===== config.mk =====
export PLATFORM = sky130hd
export DESIGN_NAME = ordered_list_with_key_delete
export DESIGN_NICKNAME = d
export VERILOG_FILES = /design/src/hw/rtl/olkd_pkg.sv /design/src/hw/rtl/ordered_list_with_key_delete.sv /design/src/hw/rtl/olkd_ram.sv /design/src/hw/rtl/olkd_outbuf.sv /design/src/hw/rtl/olkd_core.sv
export VERILOG_INCLUDE_DIRS = /design/src /design/src/hw/rtl
export SDC_FILE = /design/constraint.sdc
export NUM_CORES = 1
export LEC_CHECK = 0
export ABC_AREA = 1
export BUFFER_PORTS_ARGS = -buffer_cell sky130_fd_sc_hd__buf_2
export CELL_PAD_IN_SITES_DETAIL_PLACEMENT = 0
export CELL_PAD_IN_SITES_GLOBAL_PLACEMENT = 2
export CORE_MARGIN = 1.5
export CORE_UTILIZATION = 38
export DETAILED_ROUTE_END_ITERATION = 6
export MAX_ROUTING_LAYER = met4
export PLACE_DENSITY = 0.83
export SKIP_LAST_GASP = 1
export SLEW_MARGIN = 30
export SYNTH_ARGS = -nofsm -noshare
export SYNTH_HDL_FRONTEND = slang
export SYNTH_SLANG_ARGS = --single-unit

===== constraint.sdc =====
create_clock -name clock -period 5.8 [get_ports clock]
set_input_delay 1.74 -clock clock [delete_from_list [all_inputs] [get_ports clock]]
set_output_delay 1.74 -clock clock [all_outputs]
set_load 0.05 [all_outputs]

===== src/hw/rtl/assert_macros.svh =====
// assertion helpers; clock and reset are taken from the module that uses them
`ifndef ASSERT_MACROS_SVH
`define ASSERT_MACROS_SVH

`ifndef SYNTHESIS

// expression holds at every clock edge outside reset
`define OLKD_CHECK(lbl, expr) \
   lbl: assert property (@(posedge clock) disable iff (reset) (expr)) \
      else $error("olkd check failed");

// when pre holds, post holds in the next cycle
`define OLKD_IMPLY(lbl, pre, post) \
   lbl: assert property (@(posedge clock) disable iff (reset) (pre) |=> (post)) \
      else $error("olkd implication failed");

`else

`define OLKD_CHECK(lbl, expr)
`define OLKD_IMPLY(lbl, pre, post)

`endif

`endif


===== src/hw/rtl/olkd_pkg.sv =====
package olkd_pkg;

   localparam int OPC_W      = 3;
   localparam int ITEM_W     = 32;
   localparam int LEN_W      = 5;
   localparam int STAT_W     = 2;
   localparam int RSP_DATA_W = 40;

   // request opcodes
   typedef enum logic [OPC_W-1:0] {
      OP_APPEND   = 3'd0,
      OP_REM_HEAD = 3'd1,
      OP_REM_TAIL = 3'd2,
      OP_REM_KEY  = 3'd3,
      OP_READ_OUT = 3'd4
   } opcode_type;

   // result status codes
   typedef enum logic [STAT_W-1:0] {
      STAT_OK        = 2'd0,
      STAT_EMPTY     = 2'd1,
      STAT_NOT_FOUND = 2'd2,
      STAT_FULL      = 2'd3
   } status_type;

   // one result transfer
   typedef struct packed {
      status_type        status;
      logic [ITEM_W-1:0] item;
      logic [LEN_W-1:0]  length;
      logic              final_res;
   } rsp_entry_type;

endpackage


===== src/hw/rtl/ordered_list_with_key_delete.sv =====
// append, default opcode, any empty-list case: result pushed from the emit state, then back to idle
// remove head or tail: one read of the list memory, then the result is emitted
// remove key: compare entries from the head, then move the entries after the match up to close the gap
// read-out: entries from the memory read port, one entry per cycle while the output buffer is not full
// one request is in work at a time; a two-entry output buffer lets results wait for rsp_tready
// reset clears the list length, head pointer and output buffer; list memory is not cleared
module ordered_list_with_key_delete #(
   parameter int DEPTH = 16
) (
   input  logic        clock,
   input  logic        reset,
   input  logic        req_tvalid,
   output logic        req_tready,
   input  logic [31:0] req_tdata,   // [31:0] operand
   input  logic [2:0]  req_tuser,   // [2:0] opcode
   output logic        rsp_tvalid,
   input  logic        rsp_tready,
   output logic [39:0] rsp_tdata,   // [31:0] item, [36:32] length, [39:37] zero
   output logic [1:0]  rsp_tuser,   // [1:0] status
   output logic        rsp_tlast    // final_res
);

   localparam int AW = $clog2(DEPTH);

   logic                          push_valid;
   olkd_pkg::rsp_entry_type       push_entry;
   logic                          ob_full;
   olkd_pkg::rsp_entry_type       pop_entry;
   logic                          rd_en;
   logic [AW-1:0]                 rd_addr;
   logic [olkd_pkg::ITEM_W-1:0]   rd_data;
   logic                          wr_en;
   logic [AW-1:0]                 wr_addr;
   logic [olkd_pkg::ITEM_W-1:0]   wr_data;

   // request sequencer
   olkd_core #(.DEPTH(DEPTH)) u_core (
      .clock       (clock),
      .reset       (reset),
      .req_valid   (req_tvalid),
      .req_ready   (req_tready),
      .req_opcode  (olkd_pkg::opcode_type'(req_tuser)),
      .req_operand (req_tdata),
      .push_valid  (push_valid),
      .push_entry  (push_entry),
      .ob_full     (ob_full),
      .rd_en       (rd_en),
      .rd_addr     (rd_addr),
      .rd_data     (rd_data),
      .wr_en       (wr_en),
      .wr_addr     (wr_addr),
      .wr_data     (wr_data)
   );

   // list storage, circular from the head pointer
   olkd_ram #(.DEPTH(DEPTH), .WIDTH(olkd_pkg::ITEM_W)) u_ram (
      .clock   (clock),
      .rd_en   (rd_en),
      .rd_addr (rd_addr),
      .rd_data (rd_data),
      .wr_en   (wr_en),
      .wr_addr (wr_addr),
      .wr_data (wr_data)
   );

   // result buffer
   olkd_outbuf u_outbuf (
      .clock      (clock),
      .reset      (reset),
      .push_valid (push_valid),
      .push_entry (push_entry),
      .full       (ob_full),
      .pop_valid  (rsp_tvalid),
      .pop_ready  (rsp_tready),
      .pop_entry  (pop_entry)
   );

   // result packing
   assign rsp_tdata = {3'b000, pop_entry.length, pop_entry.item};
   assign rsp_tuser = pop_entry.status;
   assign rsp_tlast = pop_entry.final_res;

endmodule


===== src/hw/rtl/olkd_ram.sv =====
module olkd_ram #(
   parameter int DEPTH = 16,
   parameter int WIDTH = 32,
   localparam int AW = $clog2(DEPTH)
) (
   input  logic             clock,
   input  logic             rd_en,
   input  logic [AW-1:0]    rd_addr,
   output logic [WIDTH-1:0] rd_data,
   input  logic             wr_en,
   input  logic [AW-1:0]    wr_addr,
   input  logic [WIDTH-1:0] wr_data
);

   logic [WIDTH-1:0] mem [DEPTH];
   logic [WIDTH-1:0] rd_data_ff;

   // write port
   always_ff @(posedge clock) begin
      if (wr_en) begin
         mem[wr_addr] <= wr_data;
      end
   end

   // registered read port, holds its data until the next read
   always_ff @(posedge clock) begin
      if (rd_en) begin
         rd_data_ff <= mem[rd_addr];
      end
   end

   assign rd_data = rd_data_ff;

endmodule


===== src/hw/rtl/olkd_outbuf.sv =====
module olkd_outbuf (
   input  logic                    clock,
   input  logic                    reset,
   input  logic                    push_valid,
   input  olkd_pkg::rsp_entry_type push_entry,
   output logic                    full,
   output logic                    pop_valid,
   input  logic                    pop_ready,
   output olkd_pkg::rsp_entry_type pop_entry
);

   olkd_pkg::rsp_entry_type ent_ff [2];
   logic       wptr_ff, wptr_in;
   logic       rptr_ff, rptr_in;
   logic [1:0] cnt_ff, cnt_in;
   logic       do_push, do_pop;

   assign full      = (cnt_ff == 2'd2);
   assign pop_valid = (cnt_ff != 2'd0);
   assign pop_entry = ent_ff[rptr_ff];
   assign do_push   = push_valid && !full;
   assign do_pop    = pop_valid && pop_ready;

   // pointer and fill count update
   always_comb begin
      wptr_in = do_push ? ~wptr_ff : wptr_ff;
      rptr_in = do_pop ? ~rptr_ff : rptr_ff;
      cnt_in  = cnt_ff + {1'b0, do_push} - {1'b0, do_pop};
   end

   always_ff @(posedge clock) begin
      if (reset) begin
         wptr_ff <= 1'b0;
         rptr_ff <= 1'b0;
         cnt_ff  <= 2'd0;
      end else begin
         wptr_ff <= wptr_in;
         rptr_ff <= rptr_in;
         cnt_ff  <= cnt_in;
      end
   end

   // result storage
   always_ff @(posedge clock) begin
      if (do_push) begin
         ent_ff[wptr_ff] <= push_entry;
      end
   end

endmodule


===== src/hw/rtl/olkd_core.sv =====
`include "assert_macros.svh"

module olkd_core #(
   parameter int DEPTH = 16,
   localparam int AW = $clog2(DEPTH)
) (
   input  logic                              clock,
   input  logic                              reset,
   input  logic                              req_valid,
   output logic                              req_ready,
   input  olkd_pkg::opcode_type              req_opcode,
   input  logic [olkd_pkg::ITEM_W-1:0]       req_operand,
   output logic                              push_valid,
   output olkd_pkg::rsp_entry_type           push_entry,
   input  logic                              ob_full,
   output logic                              rd_en,
   output logic [AW-1:0]                     rd_addr,
   input  logic [olkd_pkg::ITEM_W-1:0]       rd_data,
   output logic                              wr_en,
   output logic [AW-1:0]                     wr_addr,
   output logic [olkd_pkg::ITEM_W-1:0]       wr_data
);

   localparam int CW = $clog2(DEPTH + 1);
   localparam int LW = olkd_pkg::LEN_W;
   localparam logic [AW:0]   DEPTH_W = (AW + 1)'(DEPTH);
   localparam logic [CW-1:0] CNT_MAX = CW'(DEPTH);
   localparam logic [CW-1:0] CNT_ONE = CW'(1);

   typedef enum logic [5:0] {
      ST_IDLE     = 6'b000001,
      ST_EMIT     = 6'b000010,
      ST_RM_DATA  = 6'b000100,
      ST_KEY_CHK  = 6'b001000,
      ST_SHIFT_WR = 6'b010000,
      ST_READ_OUT = 6'b100000
   } state_type;

   state_type                     state_ff, state_in;
   logic [AW-1:0]                 head_ff, head_in;
   logic [CW-1:0]                 count_ff, count_in;
   logic [AW-1:0]                 idx_ff, idx_in;
   olkd_pkg::opcode_type          op_ff, op_in;
   logic [olkd_pkg::ITEM_W-1:0]   key_ff, key_in;
   olkd_pkg::rsp_entry_type       res_ff, res_in;
   logic                          accept;
   logic                          is_last;
   logic [CW-1:0]                 count_dec;

   // circular address: base plus offset, wrapped at the list depth
   function automatic logic [AW-1:0] wrap_add(input logic [AW-1:0] a,
                                              input logic [AW-1:0] b);
      logic [AW:0] s;
      s = {1'b0, a} + {1'b0, b};
      if (s >= DEPTH_W) begin
         s = s - DEPTH_W;
      end
      return s[AW-1:0];
   endfunction

   assign accept    = req_valid && req_ready;
   assign count_dec = count_ff - CNT_ONE;
   assign is_last   = ((CW'(idx_ff) + CNT_ONE) == count_ff);
   assign push_entry = (state_ff == ST_READ_OUT) ?
      '{status: olkd_pkg::STAT_OK, item: rd_data, length: LW'(count_ff),
        final_res: is_last} : res_ff;

   // sequencer: one request at a time, one entry per cycle unless ob_full
   always_comb begin
      state_in   = state_ff;
      head_in    = head_ff;
      count_in   = count_ff;
      idx_in     = idx_ff;
      op_in      = op_ff;
      key_in     = key_ff;
      res_in     = res_ff;
      req_ready  = 1'b0;
      push_valid = 1'b0;
      rd_en      = 1'b0;
      rd_addr    = head_ff;
      wr_en      = 1'b0;
      wr_addr    = wrap_add(head_ff, idx_ff);
      wr_data    = rd_data;

      case (state_ff)
         ST_IDLE: begin
            req_ready = 1'b1;
            if (req_valid) begin
               op_in    = req_opcode;
               key_in   = req_operand;
               idx_in   = '0;
               state_in = ST_EMIT;
               if (req_opcode inside {olkd_pkg::OP_REM_HEAD, olkd_pkg::OP_REM_TAIL,
                                      olkd_pkg::OP_REM_KEY, olkd_pkg::OP_READ_OUT}
                   && count_ff == '0) begin
                  res_in = '{status: olkd_pkg::STAT_EMPTY, item: '0, length: '0,
                             final_res: 1'b1};
               end else begin
                  case (req_opcode)
                     olkd_pkg::OP_APPEND: begin
                        if (count_ff == CNT_MAX) begin
                           res_in = '{status: olkd_pkg::STAT_FULL, item: '0,
                                      length: LW'(count_ff), final_res: 1'b1};
                        end else begin
                           wr_en    = 1'b1;
                           wr_addr  = wrap_add(head_ff, AW'(count_ff));
                           wr_data  = req_operand;
                           count_in = count_ff + CNT_ONE;
                           res_in   = '{status: olkd_pkg::STAT_OK, item: req_operand,
                                        length: LW'(count_ff + CNT_ONE), final_res: 1'b1};
                        end
                     end
                     olkd_pkg::OP_REM_HEAD: begin
                        rd_en    = 1'b1;
                        rd_addr  = head_ff;
                        state_in = ST_RM_DATA;
                     end
                     olkd_pkg::OP_REM_TAIL: begin
                        rd_en    = 1'b1;
                        rd_addr  = wrap_add(head_ff, AW'(count_dec));
                        state_in = ST_RM_DATA;
                     end
                     olkd_pkg::OP_REM_KEY: begin
                        rd_en    = 1'b1;
                        rd_addr  = head_ff;
                        state_in = ST_KEY_CHK;
                     end
                     olkd_pkg::OP_READ_OUT: begin
                        rd_en    = 1'b1;
                        rd_addr  = head_ff;
                        state_in = ST_READ_OUT;
                     end
                     default: begin
                        res_in = '{status: olkd_pkg::STAT_OK, item: '0,
                                   length: LW'(count_ff), final_res: 1'b1};
                     end
                  endcase
               end
            end
         end

         // head or tail entry has been read
         ST_RM_DATA: begin
            count_in = count_dec;
            if (op_ff == olkd_pkg::OP_REM_HEAD) begin
               head_in = wrap_add(head_ff, AW'(1));
            end
            res_in   = '{status: olkd_pkg::STAT_OK, item: rd_data,
                         length: LW'(count_dec), final_res: 1'b1};
            state_in = ST_EMIT;
         end

         // compare the entry at idx with the key, walking from the head
         ST_KEY_CHK: begin
            if (rd_data == key_ff) begin
               res_in.item = rd_data;
               if (is_last) begin
                  count_in = count_dec;
                  res_in   = '{status: olkd_pkg::STAT_OK, item: rd_data,
                               length: LW'(count_dec), final_res: 1'b1};
                  state_in = ST_EMIT;
               end else begin
                  rd_en    = 1'b1;
                  rd_addr  = wrap_add(head_ff, idx_ff + AW'(1));
                  state_in = ST_SHIFT_WR;
               end
            end else if (is_last) begin
               res_in   = '{status: olkd_pkg::STAT_NOT_FOUND, item: '0,
                            length: LW'(count_ff), final_res: 1'b1};
               state_in = ST_EMIT;
            end else begin
               idx_in  = idx_ff + AW'(1);
               rd_en   = 1'b1;
               rd_addr = wrap_add(head_ff, idx_ff + AW'(1));
            end
         end

         // close the gap: entry idx takes entry idx+1, read of idx+2 overlaps
         ST_SHIFT_WR: begin
            wr_en   = 1'b1;
            wr_addr = wrap_add(head_ff, idx_ff);
            wr_data = rd_data;
            if ((CW'(idx_ff) + CNT_ONE) == count_dec) begin
               count_in = count_dec;
               res_in   = '{status: olkd_pkg::STAT_OK, item: res_ff.item,
                            length: LW'(count_dec), final_res: 1'b1};
               state_in = ST_EMIT;
            end else begin
               idx_in  = idx_ff + AW'(1);
               rd_en   = 1'b1;
               rd_addr = wrap_add(head_ff, idx_ff + AW'(2));
            end
         end

         // one entry per cycle; read data holds while the output is full
         ST_READ_OUT: begin
            if (!ob_full) begin
               push_valid = 1'b1;
               if (is_last) begin
                  state_in = ST_IDLE;
               end else begin
                  idx_in  = idx_ff + AW'(1);
                  rd_en   = 1'b1;
                  rd_addr = wrap_add(head_ff, idx_ff + AW'(1));
               end
            end
         end

         ST_EMIT: begin
            if (!ob_full) begin
               push_valid = 1'b1;
               state_in   = ST_IDLE;
            end
         end

         default: begin
            state_in = ST_IDLE;
         end
      endcase
   end

   // control state
   always_ff @(posedge clock) begin
      if (reset) begin
         state_ff <= ST_IDLE;
         head_ff  <= '0;
         count_ff <= '0;
      end else begin
         state_ff <= state_in;
         head_ff  <= head_in;
         count_ff <= count_in;
      end
   end

   // request payload and pending result
   always_ff @(posedge clock) begin
      idx_ff <= idx_in;
      op_ff  <= op_in;
      key_ff <= key_in;
      res_ff <= res_in;
   end

   `OLKD_CHECK(a_count_bound, count_ff <= CNT_MAX)
   `OLKD_CHECK(a_head_bound, {1'b0, head_ff} < DEPTH_W)
   `OLKD_IMPLY(a_full_append_keeps, accept && req_opcode == olkd_pkg::OP_APPEND && count_ff == CNT_MAX, $stable(count_ff) && $stable(head_ff))
   `OLKD_IMPLY(a_last_ends_request, push_valid && push_entry.final_res, state_ff == ST_IDLE)
   `OLKD_IMPLY(a_busy_no_accept, state_ff != ST_IDLE, !$past(accept) || state_ff != ST_IDLE)

endmodule

==> impl_results.rst <==
.. list-table::
   :header-rows: 1

   * - Metric
     - Value
   * - Parity-gate share of the synthesized area counting xor and xnor cells
     - 0.990%
   * - Count of flip-flops with a built-in enable after synthesis
     - 702
   * - Number of antenna violations at the first check in global routing
     - 2
   * - IO Port Bufs
     - 80
   * - Worst hold-check path type
     - reg2reg
   * - Summed negative setup slack over all endpoints
     - 0 ns
   * - TritonCTS clock tree
     - yes
   * - Cell with the most instances after synthesis
     - sky130_fd_sc_hd__edfxtp_1
   * - Number of nets with antenna violations after routing
     - 0
   * - Share of flip-flops with an asynchronous set or reset after synthesis
     - 0%
   * - Number of nets in the layout
     - 3146
   * - Cell types with the largest area share after synthesis
     - sky130_fd_sc_hd__edfxtp_1, sky130_fd_sc_hd__nand3_1, sky130_fd_sc_hd__nand2_1
   * - Post-route cell area
     - 0.0374 sq mm
   * - List of most frequent post-synthesis cells
     - sky130_fd_sc_hd__edfxtp_1, sky130_fd_sc_hd__nand3_1, sky130_fd_sc_hd__nand2_1, sky130_fd_sc_hd__inv_1, sky130_fd_sc_hd__nand3b_1
   * - H-tree levels
     - 3
   * - Count of cells along the worst register-to-register path
     - 19
   * - Fraction of power spent switching nets
     - about 34%
   * - Setup violations, final
     - 0
   * - Routing layer with the top usage in global route
     - met2
   * - Area growth from synthesis to final layout
     - 14.4%
   * - Fraction of met1 tracks used by global routing
     - 28.2%
   * - Filler-free cell count of the finished design
     - between 4000 and 5000
   * - Grt total ovfl
     - 0
   * - Status
     - complete, no violations
   * - Slew HR
     - between 30% and 40%
   * - Starting Density
     - between 30% and 40%
   * - Dominant combinational cell family by area after synthesis
     - simple AND/OR/NAND/NOR gates
   * - First-pass DRT Iterations
     - 6
   * - Detailed Route Iter0 Violations
     - 2019
   * - Number of vias in the routed layout
     - 22200
   * - Detailed Place HPWL
     - 54.4 mm
   * - Cell accounting for the most synthesized area
     - sky130_fd_sc_hd__edfxtp_1
   * - Std-Cell Rows
     - ~110
   * - Switching component of the power
     - 5.54 mW
   * - Final critical delay including setup and external delays
     - 4.22 ns
   * - Setup slack after layout
     - 1.58 ns
   * - Critical register-to-register path startpoint
     - u_core.count_ff[1]$_SDFFE_PP0P_
   * - Die span in y
     - between 200 and 300 um
   * - Largest net degree at the start of global routing
     - 159
   * - Required time of the worst setup path
     - 6.13 ns
   * - Seq pwr share
     - 42.5%
   * - Share of synthesized cell area in full adder, half adder and majority cells
     - roughly 1.1%
   * - Post-synth cell types
     - 48
   * - Logic gate share of total power
     - 26.5%
   * - Setup slack, reg-to-reg
     - 1.66 ns
   * - Start point of the worst hold path
     - u_outbuf.rptr_ff$_SDFFE_PP0P_
   * - Post-placement cell count
     - 4144
   * - Root Buffer Master
     - sky130_fd_sc_hd__clkbuf_16
   * - Leakage Power
     - 14.6 nW
   * - Clock power frac
     - a little under a third
   * - Hold buffer count at cts
     - 0
   * - Worst flop-to-flop path endpoint
     - u_ram.rd_data[28]$_DFFE_PP_
   * - Total chip power
     - 16.4 mW
   * - Final routed wire length divided by cell count
     - 20.7 um
   * - Clock slew seen by the registers of the worst setup and hold paths
     - 0.06 ns
   * - Met2 Track Usage GR
     - 32.9%
   * - Share of the yosys chip area belonging to registers
     - approximately two thirds
   * - Number of cells on the worst hold path
     - 1
   * - Total standard cell area after synthesis
     - between 0.03 and 0.04 sq mm
   * - Area fraction of the dominant cell type after synthesis
     - 64.4%
   * - Internal power of the cells
     - around 11 mW
   * - Die Width
     - 297 um
   * - Avg Inst Size Synth
     - 10.9 sq um
   * - Nature of the critical path startpoint
     - primary input
   * - Post-Syn Instances
     - 3002
   * - Number of buffers inserted during clock tree synthesis
     - 78
   * - Pwr/cell area
     - 438 mW/mm^2
   * - Final Slew Violations
     - 0
   * - # DRC
     - 0
   * - Clock sink total
     - 722
   * - Maximum buffer depth of the clock tree
     - 3
   * - Final wirelength
     - ~89 mm
   * - Final cell utilization of the core
     - 43.9%
   * - Yosys warns
     - 0
   * - Last weighted congestion value of the routability-driven placer
     - 0.843
   * - Vias per std cell
     - around 5.2
   * - #FFs+latches synth
     - 722
   * - Share of synthesized area spent on multiplexers
     - 1.38%
   * - Setup repair after global routing missed its margin
     - false
   * - Slew @ Worst Pin
     - 0.989 ns
   * - Synth Area in Simple Gates
     - 21.2%
   * - Area after detailed placement
     - 0.0348 sq mm
   * - Number of global-route vias before repair
     - 21300
   * - Layout cells sized above 1
     - between 10% and 20%
   * - Overall Global Routing Usage
     - a little over a fifth
   * - Insertion delay to the later sink of the worst-skew pair
     - 0.64 ns
   * - Hold Violations, Final
     - 0
   * - Worst Skew
     - 0.0250 ns
   * - Most used flip-flop cell after synthesis
     - sky130_fd_sc_hd__edfxtp_1
   * - I/O pin count
     - 84
   * - Arrival time of data at the critical path endpoint
     - 4.54 ns
   * - Gates resized, CTS repair
     - 0
   * - Global Route met3 Usage
     - 2.87%
   * - Peak ir drop on the vdd network
     - 0.330 mV
   * - Setup Buffers After CTS
     - 0
   * - Final period util
     - 72.7%
   * - Max-capacitance violation count
     - 0
   * - Final hold slack
     - 0.450 ns
   * - Maximum fanout count along the critical path
     - 17
   * - CP Class
     - in2reg
   * - Die Outline Area
     - 0.0880 sq mm
   * - Total core area
     - 0.0853 sq mm
   * - Worst setup timing slack at the placement stage
     - ~0.94 ns
   * - First-pass GRT wire length
     - 134 mm
   * - Achievable frequency
     - ~0.24 GHz
   * - Area fraction in compound gates after synthesis
     - under 10%
   * - Critical path capture point type
     - register
==> layout by cell type (no fill, tap or decap), drive strengths merged, types with 23 or more instances in the layout <==
master and n:
a21oi 23, buf 163, clkbuf 90, clkinv 35, edfxtp 702, inv 425, mux2 40, nand2 579
nand3 591, nand3b 161, nor2 75, o21ai 110, xnor2 25
==> flip-flops by register name (all words and copies together), names as in the netlist, named ones only <==
name              count
u_ram.mem           512
u_ram.rd_data        32
u_core.head_ff        4
u_outbuf.ent_ff      80
u_core.key_ff        32
u_core.op_ff          3
u_core.state_ff       6
u_outbuf.rptr_ff      1
u_outbuf.wptr_ff      1
u_core.idx_ff         4
u_core.res_ff        39
u_outbuf.cnt_ff       2
u_core.count_ff       5
==> worst max path at each step <==
| stage | startpoint | endpoint | cells past startpoint |
|---|---|---|---|
| 4_1_cts | req_tuser[1] | u_ram.mem[0][29]$_DFFE_PP_ | 13 |
| 2_1_floorplan | req_tvalid | u_ram.mem[3][0]$_DFFE_PP_ | 6 |
| 6_report | req_tuser[1] | u_ram.mem[0][29]$_DFFE_PP_ | 13 |
| 3_5_place_dp | req_tuser[1] | u_ram.mem[0][22]$_DFFE_PP_ | 13 |
| 3_3_place_gp | req_tuser[1] | u_ram.mem[0][27]$_DFFE_PP_ | 13 |
| 5_1_grt | req_tuser[1] | u_ram.mem[0][29]$_DFFE_PP_ | 13 |
==> kinds of logic (layout without fill, tap and decap cells) <==
group,after synthesis,after routing
fa+ha+maj,26,26
buf+inv,589,726
mux,40,40
compound gates,146,146
other cells,1,4
xor+xnor,37,37
simple gates,1441,1441
flops,722,722
==> critical path, cell delays in order <==
cell and delay (ns):
sky130_fd_sc_hd__buf_2 0.12, sky130_fd_sc_hd__nor2_1 0.15, sky130_fd_sc_hd__inv_1 0.09, sky130_fd_sc_hd__nor2_1 0.23, sky130_fd_sc_hd__nand2_1 0.15, sky130_fd_sc_hd__inv_1 0.16, sky130_fd_sc_hd__nand2_2 0.21, sky130_fd_sc_hd__nand2_1 0.10
sky130_fd_sc_hd__o21ai_0 0.14, sky130_fd_sc_hd__inv_1 0.11, sky130_fd_sc_hd__nand3_1 0.32, sky130_fd_sc_hd__nor2_4 0.68, sky130_fd_sc_hd__buf_4 0.32
==> power groups by stage <==
stage                     clock network (mW)  registers, mW  logic [mW]
after detailed placement                   0           7.08        4.29
after CTS                               5.16           6.97        4.31
after floorplan                            0           6.96        2.80
after global routing                    5.37           7.02        4.76
final                                   5.08           6.97        4.35
after global placement                     0           7.07        4.22
==> cell type report <==
class                      instances  area, sq um
clock inverter                    50          589
timing repair buffer             163         1260
inverter                         423         1600
sequential                       722        21500
antenna                            1         2.50
clock buffer                      90         2010
multi-input combinational       1693         9080
fill                            7968        47800
tap                             1144         1430
==> layer usage <==
metal / wire length [um] / up-vias
met2: 41600 / 740
met1: 39500 / 11000
met4: 1640 / 0
li1: - / 10400
met5: 0 / -
met3: 5830 / 105
(Power assumes the default switching activity.)
